<file path="src/sv/cupp_pkg.sv">
package cupp_pkg;

	localparam logic [31:0] SYNC_RESET = 32'hDEADBEEF;

	localparam logic [7:0] CMD_SPARSE_BYTE = 8'h01;
	localparam logic [7:0] CMD_DENSE_BYTE  = 8'h02;

	// Byte positions within a packet
	localparam logic [17:0] POS_CMD    = 18'd4;
	localparam logic [17:0] POS_STREAM = 18'd5;
	localparam logic [17:0] POS_CNT_LO = 18'd6;
	localparam logic [17:0] POS_CNT_HI = 18'd7;
	localparam logic [17:0] POS_EMPTY  = 18'd8;

	typedef enum logic [1:0] {
		EV_WRITE    = 2'd0,
		EV_EMPTY    = 2'd1,
		EV_MISMATCH = 2'd2,
		EV_BADCMD   = 2'd3
	} event_kind_t;

	typedef enum logic [1:0] {
		CMD_NONE   = 2'd0,
		CMD_SPARSE = 2'd1,
		CMD_DENSE  = 2'd2
	} cmd_t;

	typedef enum logic [1:0] {
		PH_LO  = 2'd0,
		PH_HI  = 2'd1,
		PH_VAL = 2'd2
	} phase_t;

	typedef struct packed {
		logic        emit;
		event_kind_t kind;
		logic [15:0] ch_index;
		logic [7:0]  ch_value;
		logic [7:0]  stream;
		logic        pkt_end;
		logic [16:0] extent;
		logic [17:0] pkt_bytes;
		logic [31:0] pkt_count;
		logic [17:0] max_bytes;
		logic [15:0] max_updates;
	} result_t;

endpackage

</file>
<file path="src/sv/cupp_parse.sv">
module cupp_parse (
	input  logic             clk,
	input  logic             arst_n,
	input  logic             fire,
	input  logic [7:0]       rx_byte,
	input  logic             cfg_wr_en,
	input  logic [31:0]      cfg_wr_data,
	output cupp_pkg::result_t res
);
	import cupp_pkg::*;

	logic [31:0] sync_q;
	logic [17:0] pos_q, pos_d;
	cmd_t        cmd_q, cmd_d;
	logic [7:0]  stream_q, stream_d;
	logic [15:0] count_q, count_d;
	logic [17:0] left_q, left_d;
	logic [15:0] dense_q, dense_d;
	phase_t      phase_q, phase_d;
	logic [15:0] latch_q, latch_d;
	logic [16:0] extent_q, extent_d;
	logic [31:0] pkts_q, pkts_d;
	logic [17:0] largest_q, largest_d;
	logic [15:0] lupd_q, lupd_d;

	logic [7:0]  exp_byte;
	logic [15:0] cnt;
	logic [17:0] pos_inc;
	logic [15:0] ch;
	logic [16:0] ch_p1;
	logic        wr;
	logic        fin;
	logic [17:0] fin_bytes;

	always_comb begin
		unique case (pos_q[1:0])
			2'd0: exp_byte = sync_q[31:24];
			2'd1: exp_byte = sync_q[23:16];
			2'd2: exp_byte = sync_q[15:8];
			default: exp_byte = sync_q[7:0];
		endcase
	end

	assign cnt     = {rx_byte, count_q[7:0]};
	assign pos_inc = pos_q + 18'd1;
	assign ch_p1   = {1'b0, ch} + 17'd1;

	always_comb begin
		pos_d     = pos_q;
		cmd_d     = cmd_q;
		stream_d  = stream_q;
		count_d   = count_q;
		left_d    = left_q;
		dense_d   = dense_q;
		phase_d   = phase_q;
		latch_d   = latch_q;
		extent_d  = extent_q;
		pkts_d    = pkts_q;
		largest_d = largest_q;
		lupd_d    = lupd_q;
		ch        = '0;
		wr        = 1'b0;
		fin       = 1'b0;
		fin_bytes = pos_inc;
		res       = '0;

		priority if (pos_q < POS_CMD) begin
			if (rx_byte != exp_byte) begin
				// restart the hunt, keeping a byte that opens the sync word
				pos_d         = (rx_byte == sync_q[31:24]) ? 18'd1 : 18'd0;
				res.emit      = 1'b1;
				res.kind      = EV_MISMATCH;
				res.pkt_bytes = pos_d;
			end else begin
				pos_d = pos_inc;
			end
		end else if (pos_q == POS_CMD) begin
			if (rx_byte == CMD_SPARSE_BYTE || rx_byte == CMD_DENSE_BYTE) begin
				cmd_d = cmd_t'(rx_byte[1:0]);
				pos_d = pos_inc;
			end else begin
				pos_d         = '0;
				res.emit      = 1'b1;
				res.kind      = EV_BADCMD;
				res.pkt_bytes = pos_inc;
			end
		end else if (pos_q == POS_STREAM) begin
			stream_d = rx_byte;
			pos_d    = pos_inc;
		end else if (pos_q == POS_CNT_LO) begin
			count_d = {8'd0, rx_byte};
			pos_d   = pos_inc;
		end else if (pos_q == POS_CNT_HI) begin
			count_d = cnt;
			pos_d   = pos_inc;
			dense_d = '0;
			phase_d = PH_LO;
			if (cmd_q == CMD_DENSE) begin
				left_d = {2'd0, cnt};
				if (extent_q < {1'b0, cnt})
					extent_d = {1'b0, cnt};
			end else begin
				left_d = {2'd0, cnt} + {1'b0, cnt, 1'b0};
			end
			if (cnt == '0) begin
				fin           = 1'b1;
				fin_bytes     = POS_EMPTY;
				pos_d         = '0;
				res.emit      = 1'b1;
				res.kind      = EV_EMPTY;
				res.stream    = stream_q;
				res.pkt_end   = 1'b1;
				res.pkt_bytes = POS_EMPTY;
			end
		end else begin
			pos_d = pos_inc;
			if (left_q != '0)
				left_d = left_q - 18'd1;
			if (cmd_q == CMD_DENSE) begin
				ch      = dense_q;
				dense_d = dense_q + 16'd1;
				wr      = 1'b1;
			end else begin
				ch = latch_q;
				unique case (phase_q)
					PH_LO: begin
						latch_d = {8'd0, rx_byte};
						phase_d = PH_HI;
					end
					PH_HI: begin
						latch_d = {rx_byte, latch_q[7:0]};
						phase_d = PH_VAL;
					end
					default: begin
						phase_d = PH_LO;
						wr      = 1'b1;
					end
				endcase
			end
			if (wr && extent_q < ch_p1)
				extent_d = ch_p1;
			if (left_d == '0) begin
				fin   = 1'b1;
				pos_d = '0;
			end
			res.emit      = wr;
			res.kind      = EV_WRITE;
			res.ch_index  = ch;
			res.ch_value  = rx_byte;
			res.stream    = stream_q;
			res.pkt_end   = fin;
			res.pkt_bytes = pos_inc;
		end

		if (fin) begin
			if (fin_bytes > largest_q) begin
				largest_d = fin_bytes;
				lupd_d    = count_d;
			end
			pkts_d = pkts_q + 32'd1;
		end

		res.extent      = extent_d;
		res.pkt_count   = pkts_d;
		res.max_bytes   = largest_d;
		res.max_updates = lupd_d;
	end

	always_ff @(posedge clk or negedge arst_n) begin
		if (!arst_n) begin
			sync_q <= SYNC_RESET;
		end else if (cfg_wr_en) begin
			sync_q <= cfg_wr_data;
		end
	end

	always_ff @(posedge clk or negedge arst_n) begin
		if (!arst_n) begin
			pos_q     <= '0;
			cmd_q     <= CMD_NONE;
			stream_q  <= '0;
			count_q   <= '0;
			left_q    <= '0;
			dense_q   <= '0;
			phase_q   <= PH_LO;
			latch_q   <= '0;
			extent_q  <= '0;
			pkts_q    <= '0;
			largest_q <= '0;
			lupd_q    <= '0;
		end else if (fire) begin
			pos_q     <= pos_d;
			cmd_q     <= cmd_d;
			stream_q  <= stream_d;
			count_q   <= count_d;
			left_q    <= left_d;
			dense_q   <= dense_d;
			phase_q   <= phase_d;
			latch_q   <= latch_d;
			extent_q  <= extent_d;
			pkts_q    <= pkts_d;
			largest_q <= largest_d;
			lupd_q    <= lupd_d;
		end
	end

endmodule

</file>
<file path="src/sv/channel_update_packet_parser.sv">
// Pipeline: an accepted byte is held in byte_s1 and parsed when the parse stage
// fires; its result, if any, is registered into res_s2 at that edge.
// Throughput: one byte per cycle while the result slot is free or draining; the
// parse state updates only when the parse stage fires. A stalled result holds
// the parse stage, which then stalls the input. Reset (arst_n low) clears all
// parse state and statistics and loads sync_q with 0xDEADBEEF.
module channel_update_packet_parser (
	input  logic        clk,
	input  logic        arst_n,
	input  logic        in_valid,
	output logic        in_stall,
	input  logic [7:0]  rx_byte,
	input  logic        cfg_wr_en,
	input  logic [31:0] cfg_wr_data,
	output logic        out_valid,
	input  logic        out_stall,
	output logic [1:0]  event_kind,
	output logic [15:0] channel_index,
	output logic [7:0]  channel_value,
	output logic [7:0]  stream_id,
	output logic        packet_end,
	output logic [16:0] channel_extent,
	output logic [17:0] packet_bytes,
	output logic [31:0] packet_count,
	output logic [17:0] max_packet_bytes,
	output logic [15:0] updates_at_max
);
	import cupp_pkg::*;

	logic       valid_s1;
	logic [7:0] byte_s1;
	logic       valid_s2;
	result_t    res_s2;
	result_t    res;
	logic       fire_s1;

	// advance the parse stage when the result slot is free or being drained
	assign fire_s1  = valid_s1 && (!valid_s2 || !out_stall);
	assign in_stall = valid_s1 && !fire_s1;

	cupp_parse u_parse (
		.clk        (clk),
		.arst_n     (arst_n),
		.fire       (fire_s1),
		.rx_byte    (byte_s1),
		.cfg_wr_en  (cfg_wr_en),
		.cfg_wr_data(cfg_wr_data),
		.res        (res)
	);

	always_ff @(posedge clk or negedge arst_n) begin
		if (!arst_n) begin
			valid_s1 <= 1'b0;
		end else if (in_valid && !in_stall) begin
			valid_s1 <= 1'b1;
		end else if (fire_s1) begin
			valid_s1 <= 1'b0;
		end
	end

	always_ff @(posedge clk) begin
		if (in_valid && !in_stall) begin
			byte_s1 <= rx_byte;
		end
	end

	always_ff @(posedge clk or negedge arst_n) begin
		if (!arst_n) begin
			valid_s2 <= 1'b0;
		end else if (fire_s1) begin
			valid_s2 <= res.emit;
		end else if (!out_stall) begin
			valid_s2 <= 1'b0;
		end
	end

	always_ff @(posedge clk) begin
		if (fire_s1 && res.emit) begin
			res_s2 <= res;
		end
	end

	assign out_valid        = valid_s2;
	assign event_kind       = res_s2.kind;
	assign channel_index    = res_s2.ch_index;
	assign channel_value    = res_s2.ch_value;
	assign stream_id        = res_s2.stream;
	assign packet_end       = res_s2.pkt_end;
	assign channel_extent   = res_s2.extent;
	assign packet_bytes     = res_s2.pkt_bytes;
	assign packet_count     = res_s2.pkt_count;
	assign max_packet_bytes = res_s2.max_bytes;
	assign updates_at_max   = res_s2.max_updates;

endmodule

</file>
<file path="config.mk">
export PLATFORM = sky130hd
export DESIGN_NAME = channel_update_packet_parser
export DESIGN_NICKNAME = d
export VERILOG_FILES = /design/src/sv/cupp_pkg.sv /design/src/sv/cupp_parse.sv /design/src/sv/channel_update_packet_parser.sv
export SDC_FILE = /design/constraint.sdc
export NUM_CORES = 1
export LEC_CHECK = 0
export ABC_AREA = 0
export BUFFER_PORTS_ARGS = -buffer_cell sky130_fd_sc_hd__buf_2
export CAP_MARGIN = 20
export CELL_PAD_IN_SITES_DETAIL_PLACEMENT = 0
export CELL_PAD_IN_SITES_GLOBAL_PLACEMENT = 1
export CORE_ASPECT_RATIO = 1.25
export CORE_MARGIN = 1.5
export CORE_UTILIZATION = 48
export DETAILED_ROUTE_END_ITERATION = 8
export PLACE_DENSITY = 0.85
export SLEW_MARGIN = 20
export SYNTH_ARGS = -nofsm -noshare
export SYNTH_HDL_FRONTEND = slang
export SYNTH_SLANG_ARGS = --single-unit
</file>
<file path="constraint.sdc">
create_clock -name clk -period 13.1 [get_ports clk]
set_input_delay 1.31 -clock clk [delete_from_list [all_inputs] [get_ports clk]]
set_output_delay 1.31 -clock clk [all_outputs]
set_load 0.1 [all_outputs]
</file>
== Word level (Yosys, flattened, before mapping) ==
Index checks and enable logic that the tools add are counted.

* Add/sub/neg operators: 6
* Multiply operators: 0
* Div/mod/pow operators: 0
* Magnitude comparators: 4
* Eq/ne operators: 14
* Shift operators: 0
* Multiplexer cells: 92
* Bitwise logic cells: 7
* Reductions and logical operators: 29

{| class="wikitable"
|+ Operator list
! operator !! number
|-
| 18-bit two-way mux || 32
|-
| 16-bit two-way mux || 15
|-
| 17-bit two-way mux || 8
|-
| 18-bit by 3-bit equality test with 1-bit output, second input constant || 4
|-
| 36-bit two-way mux || 2
|-
| 32-bit by 1-bit adder with 32-bit output, second input constant || 1
|-
| 32-bit two-way mux || 1
|-
| 16-bit one-hot mux with 2 select lines || 1
|-
| 24-bit two-way mux || 1
|-
| 8-bit one-hot mux with 3 select lines || 1
|-
| 1-bit two-way mux || 19
|-
| 16-bit by 17-bit adder with 18-bit output || 1
|-
| 18-bit by 1-bit adder with 18-bit output, second input constant || 1
|-
| 18-bit > comparator || 1
|-
| 18-bit logical NOT || 1
|-
| 18-bit by 3-bit < comparator with 1-bit output, second input constant || 1
|-
| 3-bit two-way mux || 6
|-
| 9-bit two-way mux || 2
|-
| 18-bit nonzero test || 1
|-
| 18-bit by 1-bit subtractor with 18-bit output, second input constant || 1
|-
| 16-bit by 1-bit adder with 17-bit output, second input constant || 1
|-
| 17-bit by 16-bit < comparator with 1-bit output || 1
|-
| 17-bit < comparator || 1
|-
| 16-bit by 1-bit adder with 16-bit output, second input constant || 1
|-
| other kinds (25) || 48
|}

* Register bits after elaboration: 357
* Latch bits: 0
* RAM bits: 0
* Memory bits (read-only): 0
* Bits of input ports: 45
* Output and inout port bits: 138
* Logic and storage cells: 179
* Memories: 0

== Longest topological paths before layout ==
Gate-level depths: netlist (run 1).

* Depth in word-level cells: 16
* Gate-level depth with buffers: 22
* Gate-level depth less buffers: 20

== Modules after synthesis ==
A second synthesis (run 1) with hierarchy kept.

* Cells, all modules: 1,844
* Area total of the unflattened synthesis: 19,474.9 um^2

{| class="wikitable"
|+ By module, submodules not included
! module !! times used !! cells an instance !! area each (um^2) !! sequential area each (um^2)
|-
| cupp_parse || 1 || 1,689 || 15,051.9 || 5,310.1
|-
| channel_update_packet_parser || 1 || 155 || 4,423.0 || 4,374.2
|}

== Least setup slack after synthesis (run 1) ==
No wires, ideal clock.

* Path type: input to register
* Start: input port out_stall
* End: register res_s2, in the netlist channel_extent[0] (enable)
* Library setup time: 0.798 ns
* Data arrival time: 11.249 ns
* Data required time: 12.302 ns
* Slack: 1.053 ns
* Cell stages on the path: 5
* Buffers on the path: 2
* Path through: nand2_1 nand2_1 clkbuf_1 clkbuf_1 nor3_1

* Longest elaborated chain between the ends: 4

{| class="wikitable"
|+ RTL lines
! item !! RTL line !! text
|-
| start, declared || channel_update_packet_parser.sv:16 || <nowiki>input logic out_stall,</nowiki>
|-
| 1-bit logical NOT || n/a ||
|-
| 1-bit logical OR || channel_update_packet_parser.sv:38 || <nowiki>assign fire_s1 = valid_s1 && (!valid_s2 || !out_stall);</nowiki>
|-
| 1-bit logical AND || channel_update_packet_parser.sv:38 ||
|-
| 1-bit logical AND || channel_update_packet_parser.sv:78 || <nowiki>if (fire_s1 && res.emit) begin</nowiki>
|-
| end signal, assigned || channel_update_packet_parser.sv:79 || <nowiki>res_s2 <= res;</nowiki>
|-
| end, declared || channel_update_packet_parser.sv:33 || <nowiki>result_t res_s2;</nowiki>
|}

No other way between the ends.
A chain may end at the register's enable or synchronous reset.

==> impl_metrics.json, run 1 <==
{
  "cp-end-kind": "register",
  "die_w_um": 183,
  "num_rows": 82,
  "hold_viol_final": 0,
  "ant_nets": 0,
  "die-area_um2": 41700,
  "multi_input_area_um2": 9110,
  "worst-endpoint-arrival_ps": 7100,
  "drive_above_1_share_pct": 18.1,
  "status": "complete, no violations",
  "yosys_warnings": 0,
  "finClkSkew_ps": 15.1,
  "core_area_um2": 40000,
  "fmax_mhz": 147,
  "startpoint_type": "register",
  "syn-mean-instance-area_um2": 10.6,
  "grt_pass1_vias": 14800,
  "seq_area_frac_synth_pct": 49.8,
  "wl_per_cell_um": 22.0,
  "grt_pass1_wl_mm": 85.1,
  "cts.sinks": 357,
  "cts-resized-gates": 0,
  "post-route-period-util_pct": 51.8,
  "ys_top_cells_by_area": "dfrtp_1, edfxtp_1, ha_1, xor2_1, mux2_1",
  "clkLatencyLatePin_ps": 540,
  "ctsHoldBuffers": 0,
  "fin_setup_tns_ps": 0,
  "cts_tree": "yes",
  "io_buffers": 182,
  "fillers": 3512,
  "hpwl_mm": 40.4,
  "clk_path_buf_depth": 3,
  "overflow": 0,
  "hp-class": "reg2reg",
  "synth_top_cell_by_area": "dfrtp_1",
  "routabilityCongestion": 0.949,
  "post_cts_buffers": 0,
  "numCtsBuffers": 37,
  "synth_area_um2": 19400,
  "cap_violations": 0,
  "ir_drop_uv": 88.0,
  "final_max_slew_viol_count": 0,
  "max-slew-margin-rel_pct": 30.7,
  "drt_iter0_markers": 1256,
  "vias_per_cell": 5.95,
  "tightest_slew_ps": 1030,
  "clkTransAtPathRegs_ps": 60,
  "final-seq-area_um2": 9680,
  "pin_count": 183,
  "synth-seq-cells": 357,
  "drc": 0,
  "track_usage_pct": 26.6,
  "finalSetupViolCount": 0,
  "syn_nets": 1962,
  "syn-instance-count": 1831,
  "path_class": "reg2reg",
  "leakage_nw": 9.85,
  "min_period_ps": 6790,
  "async_flop_share_pct": 59.7,
  "synthFlopType": "dfrtp_1",
  "grt_max_degree": 86,
  "synth_edf_count": 144,
  "grt_setup_unrepaired": "false",
  "dr.pass1.iters": 5,
  "synthToLayoutAreaGrowth_pct": 13.7,
  "cts-root-buf": "clkbuf_16",
  "fin_nets": 2118,
  "total_power_mw": 2.76,
  "critPathMaxFanout": 16,
  "start_util_pct": 48.6,
  "routed_wl_mm": 55.4,
  "antenna_cells": 0,
  "cp.required_ps": 13410,
  "die_h_um": 228,
  "netlist.area_leader.share_pct": 24.3,
  "htreeDepth": 2,
  "ys_types": 90,
  "p_per_area_nw_per_um2": 125,
  "antenna_found_initial": 0,
  "num_vias": 15000
}
cells in the final DEF, fill, tap and decap left out, types with 12 or more instances in the layout:
cell	synthesis	final
a21o_1	19	19
a21oi_1	68	68
a222oi_1	12	12
a22o_1	21	21
a22oi_1	12	12
and2_1	18	18
and3_1	21	21
buf_2	8	181
buf_4	3	32
clkbuf_1	84	12
clkbuf_16	0	39
dfrtp_1	189	189
dfstp_2	24	24
edfxtp_1	144	144
ha_1	85	85
inv_1	74	74
mux2_1	65	65
mux2_2	37	37
mux2i_1	24	24
nand2_1	188	188
nand3_1	53	53
nand4_1	27	27
nor2_1	106	104
nor3_1	64	61
nor4_1	33	33
o21a_1	12	12
o21ai_0	94	94
o21ai_1	18	16
xnor2_1	50	50
xor2_1	89	89
metal layers:
| metal | GRT usage [%] | vias to the layer above | routed length, um |
|---|---|---|---|
| li1 | - | 6979 | - |
| met1 | 33.8 | 7362 | 22900 |
| met5 | 0 | - | 0 |
| met3 | 3.62 | 130 | 2810 |
| met2 | 44.6 | 518 | 27000 |
| met4 | 12.8 | 0 | 2720 |
cells by family after synthesis:
family,synth area share [%]
mux,7.14
fa+ha+maj,5.62
flops,49.8
compound gates,12.5
buf+inv,3.51
simple gates,15.2
xor+xnor,6.26
worst paths after layout:
| kind | startpoint | depth (start not counted) | slack [ps] | to |
|---|---|---|---|---|
| max in group asynchronous | arst_n | 2 | 10940 | u_parse.dense_q[3] |
| setup reg to reg | u_parse.pos_q[0] | 20 | 6310 | channel_extent[9] |
| min in group asynchronous | arst_n | 1 | 740 | u_parse.pkts_q[10] |
| setup / recovery | u_parse.pos_q[0] | 20 | 6310 | channel_extent[9] |
| hold / removal | u_parse.stream_q[3] | 2 | 470 | u_parse.stream_q[3] |
| hold reg to reg | u_parse.stream_q[3] | 2 | 470 | u_parse.stream_q[3] |
sequential cells by signal, indices dropped and copies added, names as in the netlist, 8 cells and up:
| register | count |
|---|---|
| channel_extent | 17 |
| channel_value | 8 |
| u_parse.lupd_q | 16 |
| updates_at_max | 16 |
| u_parse.sync_q | 32 |
| u_parse.extent_q | 17 |
| channel_index | 16 |
| u_parse.largest_q | 18 |
| max_packet_bytes | 18 |
| u_parse.latch_q | 16 |
| byte_s1 | 8 |
| u_parse.stream_q | 8 |
| u_parse.dense_q | 16 |
| u_parse.pkts_q | 32 |
| u_parse.count_q | 16 |
| packet_count | 32 |
| u_parse.pos_q | 18 |
| stream_id | 8 |
| packet_bytes | 18 |
| u_parse.left_q | 18 |
cell type report:
type                    instances  area share (%)
flip-flops and latches        357            43.8
multi-input cells            1300            41.2
repair buffers                215            5.30
clock buffers                  52            4.68
well taps                     504            2.85
inverters                      76            1.29
clock inverters                16           0.838
worst max-delay path, cell delays in order (launching register included):
cell      delay (ps)
dfrtp_1          520
inv_1            130
ha_1             410
or3b_2           560
nor3_1           440
o21ai_1          270
inv_1            120
ha_1             190
inv_1             60
nor3_1           350
and4_1           320
xnor2_1          190
ha_1             300
a21o_1           160
a21o_1           170
a211oi_1         220
o21a_1           170
o21ai_0          260
nor3_2           800
o21ai_1          410
a222oi_1         500
cell usage after synthesis, types with 6 or more instances:
cell type,n
o22ai_1,11
o22a_1,11
a31oi_1,7
a211oi_1,11
nor2b_1,11
o21a_1,12
o21ai_0,94
nor4_1,33
nand2b_1,7
nor2_1,106
a22oi_1,12
nand2_1,188
nand4_1,27
o2bb2ai_1,6
a222oi_1,12
and3_1,21
xor2_1,89
or3_1,11
mux2i_1,24
inv_1,74
ha_1,85
buf_2,8
nor3_1,64
and4_1,8
a21oi_1,68
o211ai_1,8
dfstp_2,24
clkbuf_1,84
or2_2,8
edfxtp_1,144
xnor2_1,50
dfrtp_1,189
o2111ai_1,8
nand3_1,53
a22o_1,21
a21o_1,19
mux2_2,37
o21ai_1,18
and2_1,18
mux2_1,65
where the power goes:
group / internal, mW / total (mW) / switching, mW
Clock: 0.633 / 1.07 / 0.442
Sequential: 1.22 / 1.25 / 0.0260
Combinational: 0.0715 / 0.432 / 0.360
stage by stage:
stage / hold WS, ps / cell area, um2 / setup WS (ps) / instances / utilization [%]
after floorplan: 442 / 19400 / 1050 / 1831 / -
after global placement: 459 / 20900 / 6770 / 2452 / 52.2
after detailed placement: 464 / 20900 / 6520 / 2452 / 52.2
after CTS: 477 / 22100 / 6500 / 2520 / 55.2
after global routing: 499 / 22100 / 5880 / 2520 / 55.2
final: 473 / 22100 / 6310 / 2520 / 55.2
No activity file was read; power rests on OpenSTA's default activity.
==> run 2: changes to the inputs <==
clock period = 6.5 ns   (was 13.1 ns; I/O delays follow)
==> impl_metrics.json, run 2 (synthesis results as in run 1) <==
{
  "track_usage_pct": 27.2,
  "tightest_slew_ps": 999,
  "num_vias": 15300,
  "die_h_um": 228,
  "total_power_mw": 5.72,
  "finClkSkew_ps": 22.0,
  "grt_setup_unrepaired": "false",
  "clkTransAtPathRegs_ps": 60,
  "overflow": 0,
  "final_common_cell": "dfrtp_1",
  "worst-endpoint-arrival_ps": 6140,
  "top_usage_layer": "met2",
  "leakage_nw": 10.0,
  "p_per_area_nw_per_um2": 256,
  "use_met2_pct": 46.6,
  "hp-class": "in2async",
  "drc": 0,
  "wl_per_cell_um": 22.5,
  "drive_above_1_share_pct": 18.8,
  "cts-root-buf": "clkbuf_16",
  "final_cell_mix": "dfrtp_1, nand2_1, buf_2",
  "ant_nets": 0,
  "start_util_pct": 48.6,
  "synthToLayoutAreaGrowth_pct": 15.1,
  "fillers": 3445,
  "hpwl_mm": 41.2,
  "routed_wl_mm": 57.1,
  "ir_drop_uv": 185,
  "status": "complete, no violations",
  "clkLatencyLatePin_ps": 550,
  "finalSetupViolCount": 0,
  "grt.met1_usage_pct": 34.0,
  "post_cts_buffers": 0,
  "crit_path_top_delay_cell": "dfrtp_1",
  "path_delay_family": "compound AO/OA/AOI/OAI gates",
  "cp.required_ps": 6830,
  "die_w_um": 183,
  "cts_tree": "yes",
  "max-slew-margin-rel_pct": 33.2,
  "htreeDepth": 2,
  "final_max_slew_viol_count": 0,
  "ctsHoldBuffers": 0,
  "startpoint_type": "register",
  "use_met3_pct": 3.18,
  "antenna_found_initial": 2,
  "pin_count": 183,
  "critPathMaxFanout": 16,
  "cts-resized-gates": 0,
  "num_rows": 82,
  "grt_pass1_vias": 15000,
  "cp-end-kind": "register",
  "crit_path_cell_trace": "inv_1, ha_1, buf_4, or3b_2, nor3_1, o21ai_1, inv_1, ha_1, inv_1, nor3_1, and4_1, xnor2_1, ha_1, a21o_1, a21o_1, a211oi_1, o21a_1, o21ai_0, nor3_1, o21ai_1, a222oi_1",
  "worst-path-buf-inv": 4,
  "path_class": "reg2reg",
  "hold_viol_final": 0,
  "core_area_um2": 40000,
  "routabilityCongestion": 0.957,
  "drt_iter0_markers": 1331,
  "clk_path_buf_depth": 3,
  "fin_setup_tns_ps": 0,
  "post-route-period-util_pct": 89.4,
  "io_buffers": 182,
  "fmax_mhz": 172,
  "final_area_um2": 22400,
  "grt_pass1_wl_mm": 87.0,
  "grt_max_degree": 138,
  "place_area_um2": 21100,
  "fin_nets": 2136,
  "cap_violations": 0,
  "cts.sinks": 357,
  "max_stage_delay_ps": 510,
  "min_period_ps": 5810,
  "dr.pass1.iters": 5,
  "vias_per_cell": 6.02,
  "numCtsBuffers": 38,
  "antenna_cells": 0,
  "reg2reg_slack_ps": 690,
  "die-area_um2": 41700
}
run 2: changes by cell type in the layout (fill, tap and decap cells not counted), moves of 2 or more:
cell       change
buf_4         +12
clkbuf_1       -6
buf_12         +5
bufinv_16      +3
clkinv_1       +3
nor2_1         +2
nor2_2         -2
nor3_2         -2
run 2: worst reg2reg max path: cells and delay by family (launching register included):
| kind | cells | cell delay (ps) |
|---|---|---|
| and+or+nand+nor | 5 | 1830 |
| xor gates and xnor gates | 1 | 170 |
| adders and majority gates | 3 | 690 |
| buffers and inverters | 4 | 480 |
| DFF | 1 | 510 |
| AOI/OAI and AO/OA | 8 | 1910 |
run 2: power breakdown:
part / total [mW] / switching (mW) / internal, mW / leakage [nW]
logic: 0.895 / 0.738 / 0.157 / 5.15
registers: 2.51 / 0.0495 / 2.46 / 4.21
clock network: 2.31 / 0.918 / 1.40 / 0.645
run 2: cell type report:
class                      instances  area (um2)  area share (%)
sequential                       357        9680            43.3
clock inverter                    24         312            1.39
clock buffer                      46        1010            4.52
multi-input combinational       1300        9110            40.7
inverter                          76         285            1.27
tap                              504         631            2.82
timing repair buffer             232        1360            6.05
run 2: final timing paths:
check | cells after the start | to | start
max in group asynchronous | 2 | u_parse.sync_q[4] | arst_n
min | 1 | u_parse.pkts_q[10] | arst_n
min in group clk | 1 | byte_s1[0] | rx_byte[0]
max | 21 | channel_extent[9] | u_parse.pos_q[0]
min reg2reg | 2 | u_parse.stream_q[1] | u_parse.stream_q[1]
max reg2reg | 21 | channel_extent[9] | u_parse.pos_q[0]
run 2: stage by stage:
step	hold WS, ps	util [%]	std cells	setup slack [ps]
2_1_floorplan	354	-	1831	919
3_3_place_gp	455	52.6	2468	984
6_report	133	55.9	2539	691
5_1_grt	181	55.9	2539	161
4_1_cts	156	55.9	2538	759
3_5_place_dp	468	52.6	2468	772
run 2: layer usage:
layer | share of wire, % | wire length, um
met5 | 0 | 0
met4 | 5.3 | 3040
met3 | 5.4 | 3070
met2 | 49 | 28200
met1 | 40 | 22900
